<file path="config.mk">
export PLATFORM = sky130hd
export DESIGN_NAME = lz4d_parser
export DESIGN_NICKNAME = d
export VERILOG_FILES = /design/src/hdl/lz4d_pkg.sv /design/src/hdl/lz4d_parser.sv
export SDC_FILE = /design/constraint.sdc
export NUM_CORES = 1
export LEC_CHECK = 0
export BUFFER_PORTS_ARGS = -buffer_cell sky130_fd_sc_hd__buf_2
export CAP_MARGIN = 20
export CORE_MARGIN = 2
export CORE_UTILIZATION = 40
export CTS_CLUSTER_SIZE = 14
export DETAILED_ROUTE_END_ITERATION = 6
export PLACE_DENSITY = 0.64
export REMOVE_ABC_BUFFERS = 1
export SETUP_SLACK_MARGIN = 0.15
export SYNTH_ARGS = -nofsm -noshare
export SYNTH_HDL_FRONTEND = slang
export SYNTH_SLANG_ARGS = --single-unit
</file>
<file path="constraint.sdc">
create_clock -name clk_i -period 27.2 [get_ports clk_i]
set_input_delay 1.36 -clock clk_i [delete_from_list [all_inputs] [get_ports clk_i]]
set_output_delay 1.36 -clock clk_i [all_outputs]
set_load 0.01 [all_outputs]
</file>
<file path="src/hdl/lz4d_pkg.sv">
// shared types and constants for the lz4 block decoder
package lz4d_pkg;

  localparam int unsigned WindowBytes   = 65536;
  localparam int unsigned AddrW         = $clog2(WindowBytes);
  localparam int unsigned MinMatch      = 4;
  localparam int unsigned LastLiterals  = 5;
  localparam int unsigned NibBits       = 4;
  localparam int unsigned LenW          = 24;

  localparam logic [NibBits-1:0] NibMax = {NibBits{1'b1}};

  localparam logic [1:0] StOk       = 2'd0;
  localparam logic [1:0] StBadOff   = 2'd1;
  localparam logic [1:0] StOverflow = 2'd2;
  localparam logic [1:0] StBadFinal = 2'd3;

  // history port requests from the parser
  typedef struct packed {
    logic             rd_en;
    logic [AddrW-1:0] rd_addr;
    logic             wr_en;
    logic             wr_lit;
    logic [AddrW-1:0] wr_addr;
    logic [7:0]       wr_data;
  } hist_req_t;

  // result word heading to the output register
  typedef struct packed {
    logic [7:0] out_byte;
    logic       copy_pending;
    logic [1:0] status;
    logic       block_done;
  } res_t;

endpackage

</file>
<file path="src/hdl/lz4d_parser.sv">
// sequence parser: token, length extensions, literals, offset, match copy
module lz4d_parser
  import lz4d_pkg::*;
(
  input  logic            clk_i,
  input  logic            rst_ni,
  input  logic [LenW-1:0] exp_size_i,
  input  logic            in_valid_i,
  output logic            in_ready_o,
  input  logic            action_i,
  input  logic [7:0]      in_byte_i,
  input  logic            in_last_i,
  output hist_req_t       hreq_o,
  input  logic [7:0]      hist_rd_i,
  output logic            out_valid_o,
  input  logic            out_ready_i,
  output res_t            out_res_o
);

  localparam logic [2:0] PhToken  = 3'd0;
  localparam logic [2:0] PhLitExt = 3'd1;
  localparam logic [2:0] PhLit    = 3'd2;
  localparam logic [2:0] PhOffLo  = 3'd3;
  localparam logic [2:0] PhOffHi  = 3'd4;
  localparam logic [2:0] PhMatExt = 3'd5;
  localparam logic [2:0] PhCopy   = 3'd6;
  localparam logic [2:0] PhHalt   = 3'd7;

  localparam logic [LenW:0] SatMax = {1'b0, {LenW{1'b1}}};

  logic [2:0]      phase_q, phase_d;
  logic [LenW-1:0] wcnt_q, wcnt_d, lit_q, lit_d, mlen_q, mlen_d;
  logic [15:0]     off_q, off_d;
  logic [NibBits-1:0] nib_q, nib_d;

  // stage 1 holds the result; for copy bytes the data comes from memory
  logic s1_valid_q;
  logic s1_mem_q;
  res_t s1_res_q;
  res_t s1_out;
  logic [7:0] fwd_data_q;
  logic fwd_q;

  // output register
  logic ov_q;
  res_t ores_q;

  logic s1_free, ovl_free, accept;
  logic emit;
  res_t res;
  logic mem_rd;
  hist_req_t hreq;
  logic [AddrW-1:0] rd_addr, wr_addr;
  logic [LenW:0] sum_tmp, mlen_full;
  logic [LenW-1:0] limit;

  function automatic logic [LenW-1:0] sat_add(logic [LenW-1:0] a, logic [LenW-1:0] b);
    logic [LenW:0] v;
    v = {1'b0, a} + {1'b0, b};
    return v[LenW] ? SatMax[LenW-1:0] : v[LenW-1:0];
  endfunction

  assign ovl_free = !ov_q || out_ready_i;
  assign s1_free  = !s1_valid_q || ovl_free;
  assign in_ready_o = s1_free;
  assign accept = in_valid_i && in_ready_o;
  assign rd_addr = AddrW'(wcnt_q - LenW'(off_q));
  assign wr_addr = wcnt_q[AddrW-1:0];
  assign limit = (exp_size_i >= LenW'(LastLiterals)) ? exp_size_i - LenW'(LastLiterals)
                                                     : '0;

  always_comb begin
    phase_d = phase_q;
    wcnt_d  = wcnt_q;
    lit_d   = lit_q;
    mlen_d  = mlen_q;
    off_d   = off_q;
    nib_d   = nib_q;
    emit    = 1'b0;
    mem_rd  = 1'b0;
    res     = '0;
    hreq    = '0;
    sum_tmp = '0;
    mlen_full = '0;
    hreq.rd_addr = rd_addr;
    hreq.wr_addr = wr_addr;
    if (accept && phase_q != PhHalt) begin
      if (action_i) begin
        if (phase_q == PhCopy) begin
          mem_rd = 1'b1;
          hreq.rd_en = 1'b1;
          hreq.wr_en = 1'b1;
          wcnt_d = wcnt_q + 1'b1;
          mlen_d = mlen_q - 1'b1;
          if (mlen_d == '0) phase_d = PhToken;
          emit = 1'b1;
          res.copy_pending = (mlen_d != '0);
        end
      end else begin
        case (phase_q)
          PhToken: begin
            nib_d = in_byte_i[NibBits-1:0];
            if (in_last_i) begin
              emit = 1'b1; phase_d = PhHalt; res.block_done = 1'b1;
              res.status = (in_byte_i[7:NibBits] != '0 || wcnt_q != exp_size_i)
                           ? StBadFinal : StOk;
            end else begin
              lit_d = LenW'(in_byte_i[7:NibBits]);
              if (in_byte_i[7:NibBits] == NibMax) phase_d = PhLitExt;
              else if (in_byte_i[7:NibBits] != '0) phase_d = PhLit;
              else phase_d = PhOffLo;
            end
          end
          PhLitExt: begin
            if (in_last_i) begin
              emit = 1'b1; phase_d = PhHalt; res.block_done = 1'b1;
              res.status = StBadFinal;
            end else begin
              lit_d = sat_add(lit_q, LenW'(in_byte_i));
              if (in_byte_i != 8'hFF) phase_d = PhLit;
            end
          end
          PhLit: begin
            emit = 1'b1;
            if (wcnt_q >= exp_size_i) begin
              phase_d = PhHalt; res.block_done = 1'b1; res.status = StOverflow;
            end else begin
              hreq.wr_en = 1'b1;
              hreq.wr_lit = 1'b1;
              hreq.wr_data = in_byte_i;
              wcnt_d = wcnt_q + 1'b1;
              lit_d = lit_q - 1'b1;
              res.out_byte = in_byte_i;
              if (in_last_i) begin
                phase_d = PhHalt; res.block_done = 1'b1;
                res.status = (lit_d == '0 && wcnt_d == exp_size_i) ? StOk : StBadFinal;
              end else if (lit_d == '0) begin
                phase_d = PhOffLo;
              end
            end
          end
          PhOffLo, PhOffHi, PhMatExt: begin
            if (in_last_i) begin
              emit = 1'b1; phase_d = PhHalt; res.block_done = 1'b1;
              res.status = StBadFinal;
            end else if (phase_q == PhOffLo) begin
              off_d = {8'h00, in_byte_i};
              phase_d = PhOffHi;
            end else begin
              if (phase_q == PhOffHi) begin
                off_d = {in_byte_i, off_q[7:0]};
                if (nib_q == NibMax) begin
                  mlen_d = LenW'(NibMax);
                  phase_d = PhMatExt;
                end else begin
                  mlen_full = (LenW+1)'(nib_q) + (LenW+1)'(MinMatch);
                end
              end else begin
                mlen_d = sat_add(mlen_q, LenW'(in_byte_i));
                if (in_byte_i != 8'hFF) begin
                  mlen_full = {1'b0, sat_add(mlen_d, LenW'(MinMatch))};
                end
              end
              if (mlen_full != '0) begin
                emit = 1'b1;
                sum_tmp = {1'b0, wcnt_q} + mlen_full;
                if (off_d == '0 || (LenW+1)'(off_d) > {1'b0, wcnt_q}) begin
                  phase_d = PhHalt; res.block_done = 1'b1; res.status = StBadOff;
                end else if (sum_tmp > {1'b0, exp_size_i}) begin
                  phase_d = PhHalt; res.block_done = 1'b1; res.status = StOverflow;
                end else if (sum_tmp > {1'b0, limit}) begin
                  phase_d = PhHalt; res.block_done = 1'b1; res.status = StBadFinal;
                end else begin
                  mlen_d = mlen_full[LenW-1:0];
                  phase_d = PhCopy;
                  res.copy_pending = 1'b1;
                end
              end
            end
          end
          default: ;
        endcase
      end
    end
  end

  // copy writes take the read data in the following cycle, through the port mux
  logic            cw_q;
  logic [AddrW-1:0] cw_addr_q;
  logic [7:0]      copy_byte;

  always_ff @(posedge clk_i or negedge rst_ni) begin
    if (!rst_ni) begin
      phase_q <= PhToken;
      wcnt_q <= '0; lit_q <= '0; mlen_q <= '0; off_q <= '0; nib_q <= '0;
      s1_valid_q <= 1'b0; ov_q <= 1'b0; cw_q <= 1'b0;
    end else begin
      phase_q <= phase_d;
      wcnt_q <= wcnt_d; lit_q <= lit_d; mlen_q <= mlen_d;
      off_q <= off_d; nib_q <= nib_d;
      if (s1_free) s1_valid_q <= accept && emit;
      if (ovl_free) ov_q <= s1_valid_q;
      cw_q <= s1_free && accept && emit && mem_rd;
    end
  end

  // forward: a copy reading the address that the previous copy writes this cycle
  always_ff @(posedge clk_i) begin
    if (s1_free) begin
      s1_res_q <= res;
      s1_mem_q <= mem_rd;
      fwd_q <= cw_q && mem_rd && (cw_addr_q == rd_addr);
      fwd_data_q <= copy_byte;
    end
    if (ovl_free && s1_valid_q) begin
      ores_q <= s1_out;
    end
    cw_addr_q <= wr_addr;
  end

  assign copy_byte = fwd_q ? fwd_data_q : hist_rd_i;

  always_comb begin
    s1_out = s1_res_q;
    if (s1_mem_q) s1_out.out_byte = copy_byte;
  end

  // literals write when accepted, copies in the cycle after their read
  logic pend_we;
  assign pend_we = hreq.wr_en && hreq.wr_lit;

  // note: copy write issues in the following cycle through the port mux below
  hist_req_t req_mux;
  always_comb begin
    req_mux = hreq;
    req_mux.wr_en = pend_we || cw_q;
    req_mux.wr_addr = cw_q ? cw_addr_q : wr_addr;
    req_mux.wr_data = cw_q ? copy_byte : in_byte_i;
  end

  assign hreq_o = req_mux;
  assign out_valid_o = ov_q;
  assign out_res_o = ores_q;

  // a stalled result keeps its contents
  a_out_hold: assert property (@(posedge clk_i) disable iff (!rst_ni)
    ov_q && !out_ready_i |=> ov_q && $stable(ores_q));
  // literal and copy writes never meet in one cycle
  a_one_write: assert property (@(posedge clk_i) disable iff (!rst_ni)
    !(pend_we && cw_q));
  // a match in progress always has bytes left
  a_copy_len: assert property (@(posedge clk_i) disable iff (!rst_ni)
    phase_q == PhCopy |-> mlen_q != '0);
  // no word is taken while both stages are full and stalled
  a_full: assert property (@(posedge clk_i) disable iff (!rst_ni)
    s1_valid_q && ov_q && !out_ready_i |-> !in_ready_o);

endmodule

</file>
==> impl_results.md, run 1 <==
- Status: complete, no violations
- Clock Power Share: about an eighth
- Die Y: 207 µm
- Footprint of the multi-input gates: 11,700 µm²
- Main synth FF type: dfrtp_1
- Combinational Power Share: 67.6%
- Drt first pass iters: 6
- TritonCTS Buffers: 17
- GRT Overall Usage: 27.0%
- CP Max Fanout: 22
- Fraction of layout cells with a size suffix above 1: 9.97%
- Max-cap violation count: 0
- Syn Inst Count: 2,145
- Clk slew on worst S/H paths: ~70 ps
- Die ar.: 42,900 µm²
- Post-CTS Setup Inserts: 0
- # resized after CTS: 0
- Hold depth: 0
- Setup TNS: 0 ps
- Share of Yosys cell area claimed by the top area cell type: around 15%
- Slew Limit Fails: 0
- Worst R2R Start: mlen_q[8]
- Asr flop ratio synth: approximately 66%
- Initial core utilization: 40.4%
- P_sw: 1.04 mW
- Min-delay worst type: reg -> reg
- Relative slew margins: 23.5%
- Post-route clock period utilization: just under 40%
- Placed cells: about 2,700
- Final WS setup: 16,600 ps
- Register area: 3790 µm²
- Core outline area: 40,800 µm²
- Area after DPL: 17,300 µm²
- Die width: 207 µm
- Largest cells by area after synthesis: dfrtp_1 (15%), ha_1 (12%), xnor2_1 (6.3%), edfxtp_1 (6.2%), a21oi_1 (5.7%)
- Worst hold path endpoint: out_res_o[2]
- Commonest cells after routing, fill and taps aside: nand2_1 (209), a21oi_1 (188), nor2_1 (177)
- Final setup viols: 0
- Avg Cell Area, Syn: 7.70 µm²
- Slowest stage delay, CP: 610 ps
- Max IR drop VDD: 0.0622 mV
- Cell Pwr Density: 110 nW/µm²
- Commonest non-fill, non-tap cell in the layout: nand2_1
- Root Buffer: clkbuf_16
- Pre-CTS setup slack: 16,100 ps
- Hold WS: 428 ps
- EDFF count, synth: 34
- Drt wl/cell: 21.7 µm
- Worst R2R End: mlen_q[3]
- Fin. Hold Viols: 0
- Gpl congestion: roughly 1
- Worst setup SP type: input pin
- Via count: 16,800
- Post-synthesis sequential area ratio: 23.0%
- R2r setup slk: around 17,000 ps
- Minimum clock period: 10,600 ps
- Hpwl dp: between 40 and 50 mm
- I/O Buffers: between 100 and 150
- Synthesis-to-layout area growth: 8.75%
- Fillers: 4,049
- CP required: 27,560 ps
- P_leak: just under 8 nW
- NumNets Final: 2,365
- Clk sinks: 148
- Seq pwr share: 19.2%
- Cell Int Power: 944 µW
- Unrepaired setup endpoints after global routing: no
- YS warnings: 0
- Worst slew pin tran: 1140 ps
- I/O pin cnt: slightly above 100
- Vias in the first global route: between 15,000 and 20,000
- Final ANT Viol Nets: 0
- Final Non-Filler Cells: around 2,700
- WL final: approximately 59 mm
- Worst setup EP type: register
- Cts hold-fix bufs: 0
- Most frequent CP cell: a21oi_1
- # diodes: 0
- Remaining global-route overflow: 0
- Crit Path Category: in -> reg
- Via-per-instance ratio: roughly 6.2
- Wire length of the first global-routing pass: 92.4 mm
- F_max: 94.4 MHz
- Clock skew: about 24 ps
- Clock Latency Late Sink: 480 ps
- Initial detailed-routing violation count: 1,813
- Min-delay src: s1_out[2]
- Rows: 74
- Leading area contributor after synthesis: dfrtp_1
- Seq cells post-synth: 148
- Worst EP arrival: 10,960 ps
- Initial antenna violation count: 0
- Design area: 18,000 µm²
- Synthesized area: 16,500 µm²
- Largest net degree at the start of global routing: 57
- CTS tree: yes
- Total power: roughly 2 mW
- Slowest CP cell: a31oi_4
- Max clock buf depth: 2
- Final Core Density: 44.0%
- Reg2Reg Depth: 38
- Post-route DRC violation count: 0
- Sw frac: ~52%
- Number of library cell types mapped by synthesis: 94
- Htree depth: 4
synth_stat cells, types with 7 or more instances:
| master | number |
|---|---|
| xnor2_1 | 118 |
| o21ai_0 | 152 |
| nor2_1 | 177 |
| or4_1 | 11 |
| dfrtp_1 | 98 |
| nand2b_1 | 28 |
| a21o_1 | 40 |
| a31oi_1 | 25 |
| o211ai_1 | 20 |
| mux2_2 | 14 |
| o21a_1 | 27 |
| o211a_1 | 7 |
| o21bai_1 | 11 |
| and3_1 | 18 |
| a22oi_1 | 13 |
| a21boi_0 | 12 |
| edfxtp_1 | 34 |
| or2_2 | 8 |
| or3_1 | 16 |
| nand4_1 | 49 |
| inv_1 | 118 |
| nor3_1 | 65 |
| o31ai_1 | 13 |
| clkbuf_1 | 88 |
| nor2b_1 | 19 |
| a211oi_1 | 12 |
| nand3_1 | 69 |
| nand2_1 | 209 |
| a211o_1 | 8 |
| nand3b_1 | 9 |
| ha_1 | 152 |
| a221oi_1 | 7 |
| buf_2 | 17 |
| o22ai_1 | 14 |
| and2_1 | 21 |
| a21oi_1 | 188 |
| o31a_1 | 7 |
| buf_4 | 20 |
| dfxtp_1 | 16 |
| nor4_1 | 36 |
| a311oi_1 | 7 |
| xor2_1 | 42 |
| mux2i_1 | 26 |
registers in the layout (all words and copies together), names as in the netlist:
name and count:
wcnt_q 24, cw_addr_q 16, cw_q 1, phase_q 3
s1_out 4, mlen_q 24, fwd_q 1, lit_q 24
out_res_o 12, s1_valid_q 1, fwd_data_q 8, nib_q 4
s1_res_q 8, out_valid_o 1, off_q 16, s1_mem_q 1
power by group through the flow:
| stage | sequential, mW | combinational (mW) | clock [mW] |
|---|---|---|---|
| final | 0.381 | 1.34 | 0.261 |
| after global routing | 0.390 | 1.47 | 0.272 |
| after CTS | 0.378 | 1.31 | 0.263 |
| after detailed placement | 0.382 | 1.30 | 0 |
| after global placement | 0.382 | 1.28 | 0 |
| after floorplan | 0.347 | 0.920 | 0 |
routing by layer:
layer / wire length, µm / global-route usage (%)
met1: 26000 / 37.0
met5: 0 / 0
met2: 26600 / 42.5
met3: 4580 / 4.55
met4: 1740 / 10.5
worst max path at each step:
stage                  from         end  cells after the start
2_1_floorplan  in_byte_i[0]   mlen_q[3]                     37
3_3_place_gp   in_byte_i[0]   mlen_q[3]                     41
3_5_place_dp   in_byte_i[0]   mlen_q[3]                     41
4_1_cts        in_byte_i[0]   mlen_q[3]                     41
5_1_grt        in_byte_i[0]  phase_q[0]                     43
6_report       in_byte_i[0]   mlen_q[3]                     42
kinds of logic after synthesis:
kind of cell	Yosys count	synth area share, %
compound gates	632	24.9
xor+xnor	161	8.62
fa+ha+maj	156	12.0
buf+inv	246	6.17
flops	148	23.0
mux	41	2.62
simple gates	761	22.8
layout make-up:
type                            count  share of cell area (%)
Multi-Input combinational cell   1751                    65.2
Timing Repair Buffer              127                    3.98
Tap cell                          532                    3.71
Sequential cell                   148                    21.1
Clock inverter                     14                   0.975
Inverter                          118                    2.47
Clock buffer                       18                    2.51
worst max-delay path: cells and delay by family:
family | cells | cell delay (ps)
AO/OA/AOI/OAI | 22 | 5160
adder cells (fa/ha/maj) | 6 | 1920
AND/OR/NAND/NOR | 10 | 1680
buffers and inverters | 3 | 610
XOR/XNOR | 1 | 200
Note: power is estimated with default switching activity, not from simulation.
==> run 2, diff against run 1 <==
- PLACE_DENSITY: 0.64 -> 0.67
- clock period: 27.2 -> 8.8 ns (I/O delays scaled with it)
==> run 2 against run 1 <==
  * Non-clock buffer count is 47 higher
  * Flip-flop and latch count stayed put
  * Register-to-register slack worse by 17000 ps
  * Utilization is 1.2 points higher
  * Critical endpoint is now mlen_q[10]
==> impl_results.md, run 2 (synthesis gave the netlist of run 1 again) <==
- Status: complete, no violations
- Grt met1 use: 36.1% (-0.94 points)
- Htree depth: 4 (unchanged)
- Vias in the first global route: 16,200 (+1.4%)
- Die Y: 207 µm (unchanged)
- Core outline area: 40,800 µm² (unchanged)
- Biggest regs: lit_q: 24 flops, mlen_q: 24 flops, wcnt_q: 24 flops
- Via count: 17,000 (+1.3%)
- Wire length of the first global-routing pass: 92.9 mm (+0.55%)
- Drt first pass iters: 6 (unchanged)
- WL final: 59.7 mm (+1.4%)
- Final ANT Viol Nets: 0 (unchanged)
- Crit Path Category: reg -> reg
- I/O pin cnt: 103 (unchanged)
- Hold depth: 3 (+3)
- Initial core utilization: 40.4% (unchanged)
- Levels on crit path: 39 (-7.1%)
- Via-per-instance ratio: 6.17 (-0.49%)
- GRT Max-Usage Layer: met2
- Worst EP arrival: 8660 ps (-2300 ps)
- P_leak: 8.06 nW (+2.9%)
- Fin. Hold Viols: 0 (unchanged)
- Slew Limit Fails: 0 (unchanged)
- Remaining global-route overflow: 0 (unchanged)
- Drt wl/cell: 21.7 µm (-0.43%)
- CP Max Fanout: 12 (-45%)
- Post-route clock period utilization: between 90% and 100%
- Area after DPL: 17,600 µm² (+2.0%)
- NumNets Final: 2,412 (+2.0%)
- Unrepaired setup endpoints after global routing: no
- Max-cap violation count: 0 (unchanged)
- Commonest cells after routing, fill and taps aside: nand2_1 (209), a21oi_1 (182), nor2_1 (176)
- Die width: 207 µm (unchanged)
- Largest net degree at the start of global routing: 55 (-3.5%)
- Die ar.: 42,900 µm² (unchanged)
- Setup TNS: 0 ps (unchanged)
- Min-delay src: out_ready_i
- Commonest non-fill, non-tap cell in the layout: nand2_1
- GRT Overall Usage: 27.1% (about the same)
- TritonCTS Buffers: 17 (unchanged)
- Rows: 74 (unchanged)
- Hpwl dp: 46.6 mm (+2.2%)
- Initial detailed-routing violation count: 1,756 (-3.1%)
- Minimum clock period: slightly above 8000 ps
- Clock skew: 19.1 ps (-4.75 ps)
- Root Buffer: clkbuf_16
- Max IR drop VDD: 0.195 mV (+210%)
- Max clock buf depth: 2 (unchanged)
- I/O Buffers: 102 (unchanged)
- Fraction of layout cells with a size suffix above 1: 13.0% (+3.0 points)
- Fillers: 4,013 (-0.89%)
- Final setup viols: 0 (unchanged)
- CP required: 9160 ps (-18,400 ps)
- Clk sinks: 148 (unchanged)
- Clk slew on worst S/H paths: 80 ps (about the same)
- Final Core Density: 45.2% (+1.2 points)
- F_max: 121 MHz
- Critical Path Start: mlen_q[0]
- Worst slew pin tran: 1160 ps (+16.8 ps)
- Synthesis-to-layout area growth: 11.6%
- Reg2Reg Depth: 39 (+2.6%)
- CTS tree: yes
- Worst setup SP type: register
- Relative slew margins: 22.4% (-1.1 points)
- Met2 Use GR: 44.4% (+1.9 points)
- Cell Pwr Density: 340 nW/µm² (+210%)
- Design area: 18,400 µm² (+2.6%)
- Min-delay worst type: in -> reg
- Worst R2R Start: mlen_q[0]
- Worst setup EP type: register
- Clock Latency Late Sink: 470 ps (about the same)
- Slowest CP cell: dfrtp_2
- Initial antenna violation count: 3 (+3)
- Post-route DRC violation count: 0 (unchanged)
- Total power: 6.26 mW (+220%)
- Hold WS: 265 ps (-164 ps)
- Slowest stage delay, CP: 450 ps (-160 ps)
- CP delay by family, top: compound AO/OA/AOI/OAI gates
- GR Util met3: 3.11% (-1.4 points)
- Worst Path Buf+Inv: 2 (-1)
- Gpl congestion: 0.977 (-1.2%)
## run 2: final timing paths
check / slack, ps / end
max: 510 / mlen_q[10]
min: 260 / out_valid_o
max reg2reg: 510 / mlen_q[10]
min reg2reg: 460 / out_res_o[0]
max in group asynchronous: 6990 / mlen_q[5]
min in group asynchronous: 520 / lit_q[6]
## run 2: per-stage QoR
stage	setup WS, ps	instances
2_1_floorplan	-128	2017
3_3_place_gp	127	2718
3_5_place_dp	-31.5	2718
4_1_cts	191	2751
5_1_grt	107	2757
6_report	506	2757
## run 2: per-layer routing
layer / share of wire, % / wire length (µm)
met5: 0 / 0
met4: 3.9 / 2340
met3: 6.8 / 4060
met2: 46 / 27700
met1: 43 / 25600
## run 2: timing repair
action	4_1_cts	5_1_grt
pin swaps	0	5
hold buffers	1	0
buffers inserted	0	2
hold endpoints to repair	29	0
cloned	0	1
endpoints found under the setup margin	5	29
gates resized for setup	3	32
## run 2: power by group
| group | internal (mW) | total [mW] | switching, mW | leakage, nW |
|---|---|---|---|---|
| combinational | 1.76 | 4.34 | 2.58 | 6.01 |
| sequential | 0.876 | 1.14 | 0.268 | 1.76 |
| clock | 0.407 | 0.774 | 0.367 | 0.297 |
| total | 3.04 | 6.26 | 3.22 | 8.06 |
## run 2: final cells by class
type	instances	area, µm²	area share (%)
inverters	118	443	2.40
repair buffers	174	1090	5.94
clock buffers	17	425	2.31
well taps	532	666	3.61
clock inverters	15	175	0.950
flip-flops and latches	148	3800	20.6
multi-input cells	1751	11800	64.2
diodes	2	5.00	0.0271
## run 2: worst min-delay path: stages
cell and delay (ps):
buf_2 80, nand2b_1 110, nand2b_1 60
